## config.mk

```make
export PLATFORM = sky130hd
export DESIGN_NAME = tilt_filter_led_bar_core_flat
export DESIGN_NICKNAME = d
export VERILOG_FILES = /design/src/rtl/core/tfl_pkg.sv /design/src/rtl/core/tfl_if.sv /design/src/rtl/core/tilt_filter_led_bar_core.sv /design/src/flat_wrapper.sv
export SDC_FILE = /design/constraint.sdc
export NUM_CORES = 1
export LEC_CHECK = 0
export ABC_AREA = 1
export BUFFER_PORTS_ARGS = -buffer_cell sky130_fd_sc_hd__buf_4
export CAP_MARGIN = 30
export CELL_PAD_IN_SITES_DETAIL_PLACEMENT = 1
export CELL_PAD_IN_SITES_GLOBAL_PLACEMENT = 2
export CORE_MARGIN = 3
export CORE_UTILIZATION = 35
export DETAILED_ROUTE_END_ITERATION = 6
export HOLD_SLACK_MARGIN = 0.1
export PLACE_DENSITY = 0.91
export SYNTH_ARGS = -nofsm -noshare
export SYNTH_HDL_FRONTEND = slang
export SYNTH_SLANG_ARGS = --single-unit
```

## constraint.sdc

```tcl
create_clock -name clk -period 5.08 [get_ports clk]
set_input_delay 1.016 -clock clk [delete_from_list [all_inputs] [get_ports clk]]
set_output_delay 1.016 -clock clk [all_outputs]
set_load 0.1 [all_outputs]
```

## src/rtl/core/tfl_pkg.sv

```systemverilog
// package with widths, register indexes and the filter update for the tilt filter core
package tfl_pkg;

  localparam int RAW_W    = 8;
  localparam int SMOOTH_W = 12;
  localparam int OFFS_W   = 12;
  localparam int CORR_W   = 13;
  localparam int LED_W    = 16;
  localparam int ACC_W    = 16;
  localparam int CFG_IDX_W = 2;
  localparam int LED_COUNT_DEF = 16;

  localparam logic [CFG_IDX_W-1:0] REG_OFFSET_X = 2'd0;
  localparam logic [CFG_IDX_W-1:0] REG_OFFSET_Y = 2'd1;
  localparam logic [CFG_IDX_W-1:0] REG_OFFSET_Z = 2'd2;

  // new = (7*old + 16*raw) >>> 3
  function automatic logic signed [SMOOTH_W-1:0] iir_next(
    input logic signed [SMOOTH_W-1:0] old,
    input logic signed [RAW_W-1:0]    raw
  );
    logic signed [ACC_W-1:0] ext;
    logic signed [ACC_W-1:0] acc;
    ext = {{(ACC_W-SMOOTH_W){old[SMOOTH_W-1]}}, old};
    acc = (ext <<< 3) - ext + {{(ACC_W-RAW_W-4){raw[RAW_W-1]}}, raw, 4'b0000};
    return acc[SMOOTH_W+2:3];
  endfunction

endpackage

```

## src/rtl/core/tfl_if.sv

```systemverilog
// request channels of the tilt filter core: samples in, corrected results out
interface tfl_in_if import tfl_pkg::*; ();
  logic                    valid;
  logic                    ready;
  logic signed [RAW_W-1:0] raw_x;
  logic signed [RAW_W-1:0] raw_y;
  logic signed [RAW_W-1:0] raw_z;

  modport source (output valid, output raw_x, output raw_y, output raw_z, input ready);
  modport sink   (input valid, input raw_x, input raw_y, input raw_z, output ready);
endinterface

interface tfl_out_if import tfl_pkg::*; ();
  logic                     valid;
  logic                     ready;
  logic signed [CORR_W-1:0] corrected_x;
  logic signed [CORR_W-1:0] corrected_y;
  logic signed [CORR_W-1:0] corrected_z;
  logic        [LED_W-1:0]  led_pattern;

  modport source (output valid, output corrected_x, output corrected_y,
                  output corrected_z, output led_pattern, input ready);
  modport sink   (input valid, input corrected_x, input corrected_y,
                  input corrected_z, input led_pattern, output ready);
endinterface

```

## src/rtl/core/tilt_filter_led_bar_core.sv

```systemverilog
// tilt filter core: per-axis iir smoothing, offset correction and led bar
// a sample's result is registered in the filter stage, then in the output stage; a stall can hold it between
// throughput: one sample per cycle while the results are taken; the filter registers update on acceptance
// a stalled result holds the pipeline, samples keep flowing while a slot is free
// reset (synchronous, active high) clears filter state, offsets and valid flags
module tilt_filter_led_bar_core import tfl_pkg::*; #(
  parameter int LED_COUNT = LED_COUNT_DEF
) (
  input  logic                 clk,
  input  logic                 rst,
  input  logic                 cfg_we,
  input  logic [CFG_IDX_W-1:0] cfg_index,
  input  logic [OFFS_W-1:0]    cfg_data,
  tfl_in_if.sink               samples,
  tfl_out_if.source            results
);

  logic signed [SMOOTH_W-1:0] smooth_x, smooth_y, smooth_z;
  logic signed [OFFS_W-1:0]   offset_x, offset_y, offset_z;
  logic                       mid_valid;
  logic                       out_valid;
  logic                       out_adv;
  logic                       in_take;

  logic signed [CORR_W-1:0] corr_x_next, corr_y_next, corr_z_next;
  logic signed [5:0]        bar_n;
  logic signed [7:0]        bar_lo, bar_hi;
  logic        [LED_W-1:0]  led_next;

  logic signed [CORR_W-1:0] corrected_x, corrected_y, corrected_z;
  logic        [LED_W-1:0]  led_pattern;

  assign out_adv       = !out_valid || results.ready;
  assign samples.ready = !mid_valid || out_adv;
  assign in_take       = samples.valid && samples.ready;

  always_ff @(posedge clk) begin
    if (rst) begin
      offset_x <= '0;
      offset_y <= '0;
      offset_z <= '0;
    end else if (cfg_we) begin
      case (cfg_index)
        REG_OFFSET_X: offset_x <= cfg_data;
        REG_OFFSET_Y: offset_y <= cfg_data;
        REG_OFFSET_Z: offset_z <= cfg_data;
        default: ;
      endcase
    end
  end

  always_ff @(posedge clk) begin
    if (rst) begin
      smooth_x  <= '0;
      smooth_y  <= '0;
      smooth_z  <= '0;
      mid_valid <= 1'b0;
    end else begin
      if (in_take) begin
        smooth_x <= iir_next(smooth_x, samples.raw_x);
        smooth_y <= iir_next(smooth_y, samples.raw_y);
        smooth_z <= iir_next(smooth_z, samples.raw_z);
      end
      if (samples.ready) begin
        mid_valid <= in_take;
      end
    end
  end

  always_comb begin
    corr_x_next = {smooth_x[SMOOTH_W-1], smooth_x} - {offset_x[OFFS_W-1], offset_x};
    corr_y_next = {smooth_y[SMOOTH_W-1], smooth_y} - {offset_y[OFFS_W-1], offset_y};
    corr_z_next = {smooth_z[SMOOTH_W-1], smooth_z} - {offset_z[OFFS_W-1], offset_z};
    bar_n  = corr_y_next[CORR_W-1:7];
    bar_lo = 8'sd7;
    bar_hi = 8'sd7;
    if (bar_n > 6'sd0) begin
      bar_hi = 8'sd6 + $signed({{2{bar_n[5]}}, bar_n});
    end else if (bar_n < 6'sd0) begin
      bar_lo = 8'sd8 + $signed({{2{bar_n[5]}}, bar_n});
    end
    for (int b = 0; b < LED_W; b++) begin
      led_next[b] = ($signed(8'(b)) >= bar_lo) && ($signed(8'(b)) <= bar_hi)
                    && (b < LED_COUNT);
    end
  end

  always_ff @(posedge clk) begin
    if (rst) begin
      out_valid <= 1'b0;
    end else if (out_adv) begin
      out_valid <= mid_valid;
    end
  end

  always_ff @(posedge clk) begin
    if (out_adv && mid_valid) begin
      corrected_x <= corr_x_next;
      corrected_y <= corr_y_next;
      corrected_z <= corr_z_next;
      led_pattern <= led_next;
    end
  end

  assign results.valid       = out_valid;
  assign results.corrected_x = corrected_x;
  assign results.corrected_y = corrected_y;
  assign results.corrected_z = corrected_z;
  assign results.led_pattern = led_pattern;

endmodule

```

## src/flat_wrapper.sv

```systemverilog
// flat-port wrapper written by rule: the top's interface ports become plain ports
module tilt_filter_led_bar_core_flat import tfl_pkg::*;
#(
  parameter int LED_COUNT = LED_COUNT_DEF
)
  (clk, rst, cfg_we, cfg_index, cfg_data, samples_valid, samples_raw_x, samples_raw_y, samples_raw_z, samples_ready, results_valid, results_corrected_x, results_corrected_y, results_corrected_z, results_led_pattern, results_ready);
  tfl_in_if samples_i ();
  tfl_out_if results_i ();
  input  logic clk;
  input  logic rst;
  input  logic cfg_we;
  input  logic [CFG_IDX_W-1:0] cfg_index;
  input  logic [OFFS_W-1:0] cfg_data;
  input wire logic [$bits(samples_i.valid)-1:0] samples_valid;
  input wire logic [$bits(samples_i.raw_x)-1:0] samples_raw_x;
  input wire logic [$bits(samples_i.raw_y)-1:0] samples_raw_y;
  input wire logic [$bits(samples_i.raw_z)-1:0] samples_raw_z;
  output wire logic [$bits(samples_i.ready)-1:0] samples_ready;
  output wire logic [$bits(results_i.valid)-1:0] results_valid;
  output wire logic [$bits(results_i.corrected_x)-1:0] results_corrected_x;
  output wire logic [$bits(results_i.corrected_y)-1:0] results_corrected_y;
  output wire logic [$bits(results_i.corrected_z)-1:0] results_corrected_z;
  output wire logic [$bits(results_i.led_pattern)-1:0] results_led_pattern;
  input wire logic [$bits(results_i.ready)-1:0] results_ready;
  assign samples_i.valid = samples_valid;
  assign samples_i.raw_x = samples_raw_x;
  assign samples_i.raw_y = samples_raw_y;
  assign samples_i.raw_z = samples_raw_z;
  assign samples_ready = samples_i.ready;
  assign results_valid = results_i.valid;
  assign results_corrected_x = results_i.corrected_x;
  assign results_corrected_y = results_i.corrected_y;
  assign results_corrected_z = results_i.corrected_z;
  assign results_led_pattern = results_i.led_pattern;
  assign results_i.ready = results_ready;
  tilt_filter_led_bar_core #(.LED_COUNT(LED_COUNT)) u_core (.clk(clk), .rst(rst), .cfg_we(cfg_we), .cfg_index(cfg_index), .cfg_data(cfg_data), .samples(samples_i), .results(results_i));
endmodule
```

After elaboration in Yosys (flattened, before gate mapping):

Index checks and enable logic that the tools add are counted.

* bits in registers: 129
* input bits: 43
* output and inout bits: 57
* logic and storage cells: 88

* add/subtract/negate cells: 11
* order comparisons: 34
* equal/unequal tests: 2
* multiplexer cells: 3
* reduce and logical (&&, ||, !) cells: 26

Operators with widths (number)
* $ge 5x8->1 const A: 8
* $le 5x8->1 const A: 8
* $add 15x15->15: 3
* $sub 15x12->15: 3
* $sub 12x12->13: 3
* $ge 4x8->1 const A: 4
* $le 4x8->1 const A: 4
* $mux 8: 3
* $logic_and 1x1->1: 18
* $ge 3x8->1 const A: 2
* $le 3x8->1 const A: 2
* $ge 1x8->1 const A: 1
* $ge 2x8->1 const A: 1
* $le 1x8->1 const A: 1
* $le 2x8->1 const A: 1
* $add 4x6->7 const A: 1
* $add 5x6->7 const A: 1
* $gt 6x1->1 const B: 1
* $lt 6x1->1 const B: 1
* $reduce_and 2->1: 3
* $eq 2x1->1 const B: 1
* $eq 2x2->1 const B: 1
* $logic_not 1->1: 2
* $logic_not 2->1: 1
* $logic_or 1x1->1: 2

Depth between registers and ports, before layout:

Gate-level depths: netlist of run 1.

* depth in word-level cells: 6
* gate-level depth with buffers: 17
* depth with buffers taken out: 17

Worst setup path after synthesis of run 1:

OpenSTA, ideal clock, no wires.

* kind: input -> register
* from: input results_ready
* to: register u_core.corrected_x[0] (netlist: u_core.results.corrected_x[0]), enable pin
* library setup time: 485 ps
* data arrival time: 3740 ps
* data required time: 4595 ps
* slack: 855 ps
* stages: 2
* path buffers: 0
* cell sequence: inv_1 a21oi_1

* cells in the longest elaborated chain, start to end: 2

RTL lines
* from (decl): RTL line flat_wrapper.sv:24 `input wire logic [$bits(results_i.ready)-1:0] results_ready;`
* $logic_or 1x1->1: RTL line tilt_filter_led_bar_core.sv:33 `assign out_adv = !out_valid || results.ready;`
* $logic_and 1x1->1: RTL line tilt_filter_led_bar_core.sv:97 `if (out_adv && mid_valid) begin`
* to (signal assigned): RTL line tilt_filter_led_bar_core.sv:98 `corrected_x <= corr_x_next;`
* to (decl): RTL line tilt_filter_led_bar_core.sv:30 `logic signed [CORR_W-1:0] corrected_x, corrected_y, corrected_z;`

No other way between the ends.
A chain may end at the register's enable or synchronous reset.

Final worst setup path of run 1:

* from: input samples_raw_y[3]
* to: register u_core.smooth_y[7]

* cells in the longest elaborated chain, start to end: 1

RTL lines
* from (decl): RTL line flat_wrapper.sv:16 `input wire logic [$bits(samples_i.raw_y)-1:0] samples_raw_y;`
* $add 15x15->15: RTL line tfl_pkg.sv:25 `acc = (ext <<< 3) - ext + {{(ACC_W-RAW_W-4){raw[RAW_W-1]}}, raw, 4'b0000};`
* to (signal assigned): RTL line tilt_filter_led_bar_core.sv:61 `smooth_y <= iir_next(smooth_y, samples.raw_y);`
* to (decl): RTL line tilt_filter_led_bar_core.sv:18 `logic signed [SMOOTH_W-1:0] smooth_x, smooth_y, smooth_z;`

No other way between the ends.

==> results.py, run 1 <==
metrics = {
    "grt": {
        "grt_use_total_pct": 18.4,
        "grt_pass1_vias": 8126,
        "grt_max_degree": 56,
        "grt_overflow": 0,
        "antenna_found_initial": 0,
        "grt_pass1_wl_um": 41000,
    },
    "timing": {
        "finalCritPeriodShare_pct": 58.6,
        "drv_slew": 0,
        "hold_viol_final": 0,
        "clock_skew_ns": 0.0120,
        "rsz0062_at_grt": "no",
        "finalSetupTns_ns": 0,
        "slew_headroom_pct": 45.4,
        "timing.fmax_mhz": 336,
        "setup_viol_count_final": 0,
        "period_needed_ns": 2.98,
        "worstMarginPinSlew_ns": 0.816,
    },
    "critical_path": {
        "end_kind": "flop",
        "path_common_cell": "inv_1",
        "slowest_stage": "fa_1",
        "crit_buf_inv": 4,
        "critPathRequiredTime_ns": 5.44,
        "slowest_delay_ns": 0.54,
        "arrival_ns": 3.34,
        "path_cells": "buf_4 -> inv_1 -> fa_1 -> inv_1 -> ha_1 -> nand2_1 -> o21ai_0 -> a21oi_1 -> or2_2 -> a21oi_1 -> nor2_1 -> nand2_1 -> o211ai_1 -> inv_1",
        "path_depth": 14,
        "reg2reg_depth": 11,
        "crit_path_start_kind": "input pin",
        "crit_fanout": 4,
        "path_delay_family": "adder cells",
        "critical_path_class": "input pin to flop",
    },
    "placed_design": {
        "hpwl_um": 19200,
        "gp_congestion": 0.855,
        "io_buffers": 99,
    },
    "route": {
        "dr.first_iter.drc_count": 279,
        "route.detailed.wl_per_inst_um": 15.7,
        "via_per_inst": 4.80,
        "firstDrtPassIters": 4,
        "num_vias": 7528,
        "antenna_left": 0,
        "drc": 0,
        "finalWirelength_um": 24600,
    },
    "final_layout": {
        "regArea_um2": 3130,
        "nNetsFinal": 1381,
        "multi_input_area_um2": 4700,
        "drive_above_1_share_pct": 12.1,
        "antenna_cells": 0,
        "fillers": 3022,
        "syn_to_final_growth_pct": 18.8,
    },
    "synth": {
        "syn_inst": 1130,
        "synth_area_per_cell_um2": 7.93,
        "yosysTopAreaCellShare_pct": 18.4,
        "seq_area_frac_synth_pct": 35.0,
        "syn_nets": 1279,
        "synthesis.area_um2": 8960,
        "yosys-top-cells-area": "edfxtp_1 (18%), dfxtp_1 (17%), inv_1 (12%)",
        "synth_top_area_cell": "edfxtp_1",
        "ys_types": 43,
        "synth_seq_cells": 129,
        "ys_warn_count": 0,
    },
    "cts": {
        "cts-root-buf": "clkbuf_16",
        "cts_setup_buffers": 0,
        "hold_buffers": 0,
        "numCtsBuffers": 17,
        "postCtsResizedCells": 0,
        "cts.sinks": 129,
        "cts_tree": "yes",
        "path_clk_slew_ns": 0.06,
        "cts.path.max_buffers": 2,
        "clk_latency_ns": 0.43,
        "htreeDepth": 4,
    },
    "die": {
        "rows": 57,
        "die_w_um": 166,
        "die_h_um": 166,
        "io_pins": 100,
        "initial_utilization_pct": 36.2,
        "core_um2": 24700,
        "dieArea_um2": 27600,
    },
    "outcome": {
        "run_status": "completed",
    },
    "run": {
        "drv_cap": 0,
    },
    "worst_hold_path": {
        "whs_path_depth": 2,
        "hp-class": "flop to flop",
    },
}
worst paths after layout:
check                                  startpoint                                      end  slack, ns
setup / recovery                 samples_raw_y[3]          u_core.smooth_y[7]$_SDFFE_PP0P_       2.10
hold / removal    u_core.offset_z[0]$_SDFFE_PP0P_          u_core.offset_z[0]$_SDFFE_PP0P_       0.46
setup reg to reg  u_core.smooth_y[9]$_SDFFE_PP0P_  u_core.results.led_pattern[6]$_DFFE_PP_       2.18
hold reg to reg   u_core.offset_z[0]$_SDFFE_PP0P_          u_core.offset_z[0]$_SDFFE_PP0P_       0.46
worst min-delay path, cell delays in order (launching register included):
cell and delay (ns):
dfxtp_1 0.32, inv_1 0.05, a21oi_1 0.05
registers in the layout, summed over array words and instances, names as in the netlist, 12 cells and up:
register,flops
u_core.results.led_pattern,16
u_core.results.corrected_y,13
u_core.offset_z,12
u_core.smooth_z,12
u_core.offset_x,12
u_core.smooth_x,12
u_core.smooth_y,12
u_core.results.corrected_z,13
u_core.results.corrected_x,13
u_core.offset_y,12
logic make-up (layout without fill, tap and decap cells):
kind of cell / after synthesis / after routing / synth area share (%)
flip-flops: 129 / 129 / 35.0
XOR/XNOR: 49 / 49 / 5.21
buffers and inverters: 303 / 418 / 12.7
adder cells (fa/ha/maj): 106 / 106 / 17.6
AO/OA/AOI/OAI: 242 / 242 / 14.6
AND/OR/NAND/NOR: 301 / 301 / 15.0
per-layer routing:
layer | GRT usage, % | vias to the layer above | part of all wire, %
li1 | - | 3830 | -
met1 | 22.7 | 3560 | 45
met2 | 33.1 | 103 | 50
met3 | 3.50 | 35 | 3.3
met4 | 4.81 | 0 | 1.7
met5 | 0 | - | 0
synth_stat cells, drive strengths merged:
cell type	instances
a211oi	6
a21boi	2
a21o	4
a21oi	127
a22o	1
a31o	1
a31oi	4
and2	3
and3	1
clkbuf	20
clkinv	2
dfxtp	74
edfxtp	55
fa	33
ha	73
inv	281
nand2	172
nand3	61
nand3b	4
nand4	12
nor2	35
nor3	11
o211a	1
o211ai	8
o21a	1
o21ai	82
o21bai	2
o221ai	1
o31ai	2
or2	2
xnor2	13
xor2	36
layout make-up:
type,instances,area share (%)
clock inverters,14,1.33
multi-input cells,698,44.2
clock buffers,18,4.03
repair buffers,103,7.26
well taps,324,3.81
inverters,283,10.0
flip-flops and latches,129,29.4
metrics by stage:
step	hold WS [ns]	utilization, %	instance area (um^2)	setup slack [ns]	cells
global placement	0.441	40.7	10100	1.69	1537
CTS	0.464	43.0	10600	2.09	1569
global route	0.494	43.0	10600	1.88	1569
detailed placement	0.452	40.7	10100	1.65	1537
floorplan	0.428	-	8960	0.855	1130
finish	0.462	43.0	10600	2.10	1569
cell usage in the layout (no fill, tap or decap), types with 3 or more instances in the layout:
| master | count |
|---|---|
| a211oi_1 | 6 |
| a21o_1 | 4 |
| a21oi_1 | 124 |
| a31oi_1 | 4 |
| and2_1 | 3 |
| buf_4 | 103 |
| clkbuf_16 | 17 |
| clkinv_1 | 4 |
| clkinvlp_4 | 5 |
| dfxtp_1 | 74 |
| edfxtp_1 | 55 |
| fa_1 | 33 |
| ha_1 | 73 |
| inv_1 | 280 |
| nand2_1 | 168 |
| nand2_4 | 3 |
| nand3_1 | 59 |
| nand3b_1 | 4 |
| nand4_1 | 12 |
| nor2_1 | 33 |
| nor3_1 | 10 |
| o211ai_1 | 8 |
| o21ai_0 | 79 |
| xnor2_1 | 13 |
| xor2_1 | 34 |
Power of run 1 is left out: the tool's default activity adds up to more than one toggle a clock period on the data nets, which glitch-free logic cannot reach.
==> inputs of run 2 (changes only) <==
--- a/config.mk
+++ b/config.mk
@@ -11,10 +11,10 @@
 export CELL_PAD_IN_SITES_DETAIL_PLACEMENT = 1
 export CELL_PAD_IN_SITES_GLOBAL_PLACEMENT = 2
 export CORE_MARGIN = 3
-export CORE_UTILIZATION = 35
+export CORE_UTILIZATION = 32
 export DETAILED_ROUTE_END_ITERATION = 6
 export HOLD_SLACK_MARGIN = 0.1
-export PLACE_DENSITY = 0.91
+export PLACE_DENSITY = 0.88
 export SYNTH_ARGS = -nofsm -noshare
 export SYNTH_HDL_FRONTEND = slang
 export SYNTH_SLANG_ARGS = --single-unit
==> constraint.sdc (replaced) <==
create_clock -name clk -period 2.5 [get_ports clk]
set_input_delay 0.5 -clock clk [delete_from_list [all_inputs] [get_ports clk]]
set_output_delay 0.5 -clock clk [all_outputs]
set_load 0.1 [all_outputs]
==> run 2 against run 1 <==
  * Sequential share of layout area decreased by 3.1 points
  * Register-to-register slack worse by 2.1 ns
  * Setup slack got worse by 2.0 ns
  * Hold slack worse by 0.070 ns
  * Sequential cell count did not move
  * Count of clock-buffer cells in the layout up 2
  * Clock skew is 0.00066 ns lower
  * Non-clock buffer count up 81
  * Cell area rose by 13%
  * Die area is 9.0% higher
  * Via count rose by 5.9%
  * First-iteration DRC count decreased by 5.0%
  * Critical path type is now flop to flop
  * Highest routed layer unchanged
==> results.py, run 2 (same netlist as run 1, synthesis figures left out) <==
metrics = {
    "critical_path": {
        "path_delay_family": "adder cells",
        "crit_buf_inv": 3,
        "crit_path_start_kind": "flop",
        "path_depth": 12,
        "critPathLaunch": "u_core.offset_y[0]$_SDFFE_PP0P_",
        "end_kind": "flop",
        "r2r_end": "u_core.results.led_pattern[1]$_DFFE_PP_",
        "slowest_stage": "dfxtp_2",
        "critPathRequiredTime_ns": 2.76,
        "r2r_start": "u_core.offset_y[0]$_SDFFE_PP0P_",
        "slowest_delay_ns": 0.38,
        "path_cells": "ha_4 -> inv_2 -> fa_2 -> buf_4 -> nand3_1 -> nand3_1 -> nand2_1 -> nand2_1 -> ha_1 -> o21ai_4 -> inv_1 -> o21ai_0",
        "reg2reg_depth": 12,
        "rrSetupSlack_ns": 0.1,
        "endpoint": "u_core.results.led_pattern[1]$_DFFE_PP_",
        "critical_path_class": "flop to flop",
        "arrival_ns": 2.66,
        "crit_fanout": 4,
    },
    "grt": {
        "busiest_layer": "met2",
        "grt_pass1_wl_um": 41900,
        "use_met1_pct": 21.2,
        "grt_use_total_pct": 17.2,
        "grt_overflow": 0,
        "met3_usage_pct": 2.34,
        "grt_pass1_vias": 8438,
        "grt_max_degree": 56,
        "antenna_found_initial": 0,
        "met2_usage_pct": 31.1,
    },
    "cts": {
        "cts.sinks": 129,
        "numCtsBuffers": 17,
        "hold_buffers": 0,
        "htreeDepth": 4,
        "path_clk_slew_ns": 0.06,
        "cts_tree": "yes",
        "cts-root-buf": "clkbuf_16",
        "clk_latency_ns": 0.43,
        "cts.path.max_buffers": 2,
    },
    "die": {
        "core_um2": 27300,
        "die_w_um": 173,
        "dieArea_um2": 30100,
        "io_pins": 100,
        "die_h_um": 173,
        "rows": 60,
        "initial_utilization_pct": 32.9,
    },
    "final_layout": {
        "drive_above_1_share_pct": 28.2,
        "antenna_cells": 0,
        "layout.cells.most_common_list": "inv_1 (260), buf_4 (177), nand2_1 (144), a21oi_1 (111), o21ai_0 (65)",
        "largest_reg_flops": 16,
        "syn_to_final_growth_pct": 34.7,
        "fin_area_um2": 12100,
        "fillers": 3271,
        "final_common_cell": "inv_1",
        "nNetsFinal": 1463,
        "regMostFlops": "u_core.results.led_pattern",
    },
    "route": {
        "route.detailed.wl_per_inst_um": 15.4,
        "firstDrtPassIters": 4,
        "antenna_left": 0,
        "finalWirelength_um": 26100,
        "dr.first_iter.drc_count": 265,
        "drc": 0,
        "num_vias": 7971,
        "via_per_inst": 4.69,
    },
    "outcome": {
        "run_status": "completed",
    },
    "timing": {
        "worstMarginPinSlew_ns": 0.794,
        "drv_slew": 0,
        "setup_viol_count_final": 0,
        "slew_headroom_pct": 46.9,
        "clock_skew_ns": 0.0113,
        "timing.fmax_mhz": 416,
        "hold_viol_final": 0,
        "rsz0062_at_grt": "yes",
        "finalCritPeriodShare_pct": 96.2,
        "period_needed_ns": 2.40,
    },
    "placed_design": {
        "hpwl_um": 19800,
        "io_buffers": 99,
        "dpl_cell_area_um2": 10700,
        "gp_congestion": 0.840,
    },
    "worst_hold_path": {
        "hp-class": "input pin to flop",
    },
    "run": {
        "drv_cap": 0,
    },
}
-- run 2: stage by stage --
stage               setup TNS [ns]  worst slack [ns]  utilization (%)  hold slack, ns  cells
floorplan                        0            0.0198                -           0.428   1130
global placement             -2.75            -0.210             39.4           0.442   1661
detailed placement           -4.48            -0.245             39.4           0.454   1661
CTS                              0          0.000593             41.9           0.377   1695
global route                -0.243           -0.0532             44.3           0.384   1699
finish                           0            0.0960             44.3           0.392   1699
-- run 2: worst min path at each step --
| stage | start | end | slack (ns) | cells past startpoint |
|---|---|---|---|---|
| finish | results_ready | u_core.results.valid$_SDFFE_PP0P_ | 0.39 | 4 |
| floorplan | u_core.offset_x[0]$_SDFFE_PP0P_ | u_core.offset_x[0]$_SDFFE_PP0P_ | 0.43 | 2 |
| detailed placement | u_core.offset_x[11]$_SDFFE_PP0P_ | u_core.offset_x[11]$_SDFFE_PP0P_ | 0.45 | 2 |
| CTS | results_ready | u_core.results.valid$_SDFFE_PP0P_ | 0.38 | 4 |
| global route | results_ready | u_core.results.valid$_SDFFE_PP0P_ | 0.38 | 4 |
| global placement | u_core.offset_x[0]$_SDFFE_PP0P_ | u_core.offset_x[0]$_SDFFE_PP0P_ | 0.44 | 2 |
-- run 2: cell type report --
class	instances	area, um^2	share of cell area [%]
clock buffer	20	458	3.79
clock inverter	12	114	0.943
multi-input combinational	699	5360	44.4
inverter	283	1070	8.84
timing repair buffer	184	1440	11.9
sequential	129	3170	26.3
tap	372	465	3.86
-- run 2: metal layers --
layer | vias up | wire [um]
met5 | - | 0
li1 | 3998 | -
met1 | 3823 | 11500
met4 | 0 | 459
met2 | 112 | 13400
met3 | 38 | 798
-- run 2: worst register-to-register path, stage by stage, from the launching register on --
cell and delay [ns]:
dfxtp_2 0.38, ha_4 0.14, inv_2 0.03, fa_2 0.34
buf_4 0.15, nand3_1 0.12, nand3_1 0.10, nand2_1 0.08
nand2_1 0.09, ha_1 0.33, o21ai_4 0.20, inv_1 0.07
o21ai_0 0.19
-- run 2: what timing repair did --
item                       in CTS  in global routing
gates cloned                    0                  1
resized for setup              25                160
pin swaps                       5                 49
setup buffers                   2                  3
setup endpoints to repair      28                 35
Power of run 2 is left out for the same reason.
==> inputs of run 3 (changes only) <==
--- a/config.mk
+++ b/config.mk
@@ -5,16 +5,16 @@
 export SDC_FILE = /design/constraint.sdc
 export NUM_CORES = 1
 export LEC_CHECK = 0
-export ABC_AREA = 1
 export BUFFER_PORTS_ARGS = -buffer_cell sky130_fd_sc_hd__buf_4
 export CAP_MARGIN = 30
 export CELL_PAD_IN_SITES_DETAIL_PLACEMENT = 1
 export CELL_PAD_IN_SITES_GLOBAL_PLACEMENT = 2
 export CORE_MARGIN = 3
-export CORE_UTILIZATION = 32
+export CORE_UTILIZATION = 33
 export DETAILED_ROUTE_END_ITERATION = 6
 export HOLD_SLACK_MARGIN = 0.1
 export PLACE_DENSITY = 0.88
+export SETUP_SLACK_MARGIN = 0.1
 export SYNTH_ARGS = -nofsm -noshare
 export SYNTH_HDL_FRONTEND = slang
 export SYNTH_SLANG_ARGS = --single-unit
==> constraint.sdc (replaced) <==
create_clock -name clk -period 2.06 [get_ports clk]
set_input_delay 0.412 -clock clk [delete_from_list [all_inputs] [get_ports clk]]
set_output_delay 0.412 -clock clk [all_outputs]
set_load 0.1 [all_outputs]
==> run 3 against run 2 <==
  * Setup slack worse by 1.4 ns
  * Non-clock buffer count is 139 higher
  * Synthesized cell count shrank 13%
  * First-iteration DRC count rose by 80%
  * The flow now finishes with violations (setup timing)
  * Highest routed layer unchanged
  * Fmax fell by 28%
  * Critical path type unchanged
  * Critical path depth unchanged
  * Cell area increased by 13%
  * Count of clock-buffer cells in the layout down 2
  * Hold slack worse by 0.18 ns
  * Via count is 4.1% higher
  * Wire length increased by 19%
  * Register-to-register slack got worse by 1.4 ns
==> results.py, run 3 <==
metrics = {
    "outcome": {
        "run_status": "finished with violations",
        "violations": "setup timing",
    },
    "timing": {
        "period_needed_ns": 3.34,
        "clock_skew_ns": 0.0156,
        "rsz0062_at_grt": "yes",
        "drv_slew": 0,
        "slew_headroom_pct": 57.8,
        "hold_viol_final": 0,
        "worstMarginPinSlew_ns": 0.634,
        "timing.fmax_mhz": 300,
        "finalCritPeriodShare_pct": 162,
        "setup_slack_ns": -1.28,
        "setup_viol_count_final": 67,
        "finalSetupTns_ns": -36.15,
    },
    "die": {
        "initial_utilization_pct": 33.9,
        "die_h_um": 168,
        "die_w_um": 168,
        "core_um2": 25500,
        "dieArea_um2": 28100,
        "io_pins": 100,
        "rows": 58,
    },
    "cts": {
        "htreeDepth": 4,
        "path_clk_slew_ns": 0.06,
        "cts.sinks": 129,
        "numCtsBuffers": 17,
        "cts_tree": "yes",
        "cts-root-buf": "clkbuf_16",
        "clk_latency_ns": 0.43,
        "cts.path.max_buffers": 2,
        "hold_buffers": 0,
    },
    "grt": {
        "antenna_found_initial": 0,
        "grt_use_total_pct": 20.3,
        "grt_max_degree": 53,
        "grt_pass1_vias": 8802,
        "grt_overflow": 0,
        "grt_pass1_wl_um": 45600,
    },
    "final_layout": {
        "layout.cells.most_common_list": "buf_4 (262), inv_1 (141), nor2_1 (109), nand2_1 (63), edfxtp_1 (55)",
        "final_common_cell": "buf_4",
        "antenna_cells": 0,
        "regMostFlops": "u_core.results.led_pattern",
        "largest_reg_flops": 16,
        "syn_to_final_growth_pct": 57.7,
        "nNetsFinal": 1448,
        "drive_above_1_share_pct": 44.8,
    },
    "critical_path": {
        "arrival_ns": 3.70,
        "end_kind": "flop",
        "r2r_start": "u_core.smooth_x[1]$_SDFFE_PP0P_",
        "path_cells": "inv_2 -> fa_1 -> inv_2 -> ha_4 -> and4_1 -> a221o_1 -> o41a_1 -> a221o_1 -> o41ai_2 -> xnor2_1 -> or3_1 -> a21oi_1",
        "crit_buf_inv": 2,
        "critPathLaunch": "u_core.smooth_x[1]$_SDFFE_PP0P_",
        "endpoint": "u_core.smooth_x[11]$_SDFFE_PP0P_",
        "reg2reg_depth": 12,
        "slowest_stage": "fa_1",
        "rrSetupSlack_ns": -1.28,
        "slowest_delay_ns": 0.56,
        "path_depth": 12,
        "r2r_end": "u_core.smooth_x[11]$_SDFFE_PP0P_",
        "critPathRequiredTime_ns": 2.42,
        "critical_path_class": "flop to flop",
        "crit_fanout": 2,
        "path_delay_family": "compound AO/OA/AOI/OAI gates",
        "crit_path_start_kind": "flop",
    },
    "route": {
        "drc": 0,
        "route.detailed.wl_per_inst_um": 19.0,
        "antenna_left": 0,
        "via_per_inst": 5.05,
        "dr.first_iter.drc_count": 477,
        "firstDrtPassIters": 5,
        "num_vias": 8297,
        "finalWirelength_um": 31100,
    },
    "synth": {
        "synth_area_per_cell_um2": 8.79,
        "syn_inst": 982,
        "synth_top_area_cell": "edfxtp_1",
        "synth_edf_count": 55,
        "synthFlopType": "dfxtp_1",
        "synthesis.area_um2": 8630,
        "synth_common_cells": "inv_1 (173), nor2_1 (117), a21oi_1 (74), dfxtp_1 (74), nand2_1 (74)",
        "syn_nets": 1131,
        "yosys-top-cells-area": "edfxtp_1 (19%), dfxtp_1 (17%), ha_1 (11%)",
        "seq_area_frac_synth_pct": 36.3,
        "yosysTopAreaCellShare_pct": 19.1,
        "synth_seq_cells": 129,
        "ys_async_sr_fraction_pct": 0,
        "ys_types": 57,
        "ys_warn_count": 0,
        "synth.most_common_cell": "inv_1",
    },
    "placed_design": {
        "gp_congestion": 0.843,
        "hpwl_um": 19800,
        "io_buffers": 99,
    },
    "worst_hold_path": {
        "whs_path_depth": 3,
        "hp-class": "input pin to flop",
    },
    "run": {
        "drv_cap": 0,
    },
}
[run 3: cell type report]
type	instances	area [um^2]
Timing Repair Buffer	323	2710
Fill cell	2842	11900
Tap cell	330	413
Clock inverter	14	141
Inverter	173	689
Clock buffer	18	429
Sequential cell	129	3180
Multi-Input combinational cell	655	6040
[run 3: through the flow]
step | cell area [um^2] | util, % | setup slack, ns | hold WS (ns) | cells
finish | 13600 | 53.4 | -1.28 | 0.209 | 1642
detailed placement | 11500 | 45.0 | -1.57 | 0.489 | 1553
CTS | 13000 | 51.1 | -1.21 | 0.202 | 1628
global route | 13600 | 53.4 | -1.37 | 0.228 | 1642
floorplan | 9110 | - | -1.34 | 0.453 | 982
global placement | 11500 | 45.0 | -1.50 | 0.477 | 1553
[run 3: cell families (layout without fill, tap and decap cells)]
| logic type | after synthesis | after routing | synth area share (%) |
|---|---|---|---|
| buffers and inverters | 198 | 528 | 8.61 |
| and+or+nand+nor | 297 | 297 | 15.9 |
| AOI/OAI and AO/OA | 177 | 177 | 12.9 |
| DFF | 129 | 129 | 36.3 |
| muxes | 28 | 28 | 3.28 |
| adders and majority gates | 106 | 106 | 18.2 |
| xor gates and xnor gates | 47 | 47 | 4.77 |
[run 3: worst min-delay path by stage]
| stage | slack (ns) | start | to |
|---|---|---|---|
| after floorplan | 0.45 | u_core.smooth_z[3]$_SDFFE_PP0P_ | u_core.smooth_z[3]$_SDFFE_PP0P_ |
| after global placement | 0.48 | u_core.offset_y[3]$_SDFFE_PP0P_ | u_core.offset_y[3]$_SDFFE_PP0P_ |
| after detailed placement | 0.49 | u_core.offset_y[8]$_SDFFE_PP0P_ | u_core.offset_y[8]$_SDFFE_PP0P_ |
| after CTS | 0.20 | samples_valid | u_core.mid_valid$_SDFFE_PP0N_ |
| after global routing | 0.23 | samples_valid | u_core.mid_valid$_SDFFE_PP0N_ |
| final | 0.21 | samples_valid | u_core.mid_valid$_SDFFE_PP0N_ |
[run 3: worst register-to-register path, stage by stage, from the launching register on]
cell	delay, ns
dfxtp_2	0.34
inv_2	0.05
fa_1	0.56
inv_2	0.07
ha_4	0.22
and4_1	0.20
a221o_1	0.34
o41a_1	0.36
a221o_1	0.35
o41ai_2	0.25
xnor2_1	0.11
or3_1	0.31
a21oi_1	0.12
[run 3: timing repair]
| item | 4_1_cts | 5_1_grt |
|---|---|---|
| setup endpoints to repair | 66 | 74 |
| setup buffers | 47 | 38 |
| pin swaps | 115 | 106 |
| gates resized for setup | 149 | 124 |
[run 3: routing by layer]
layer  up-vias  track usage [%]  part of all wire [%]
li1       3906                -                     -
met1      4167             24.4                    41
met2       177             37.6                    54
met3        47             3.21                   3.0
met4         0             5.80                   2.2
met5         -                0                     0
Power of run 3 is left out for the same reason.
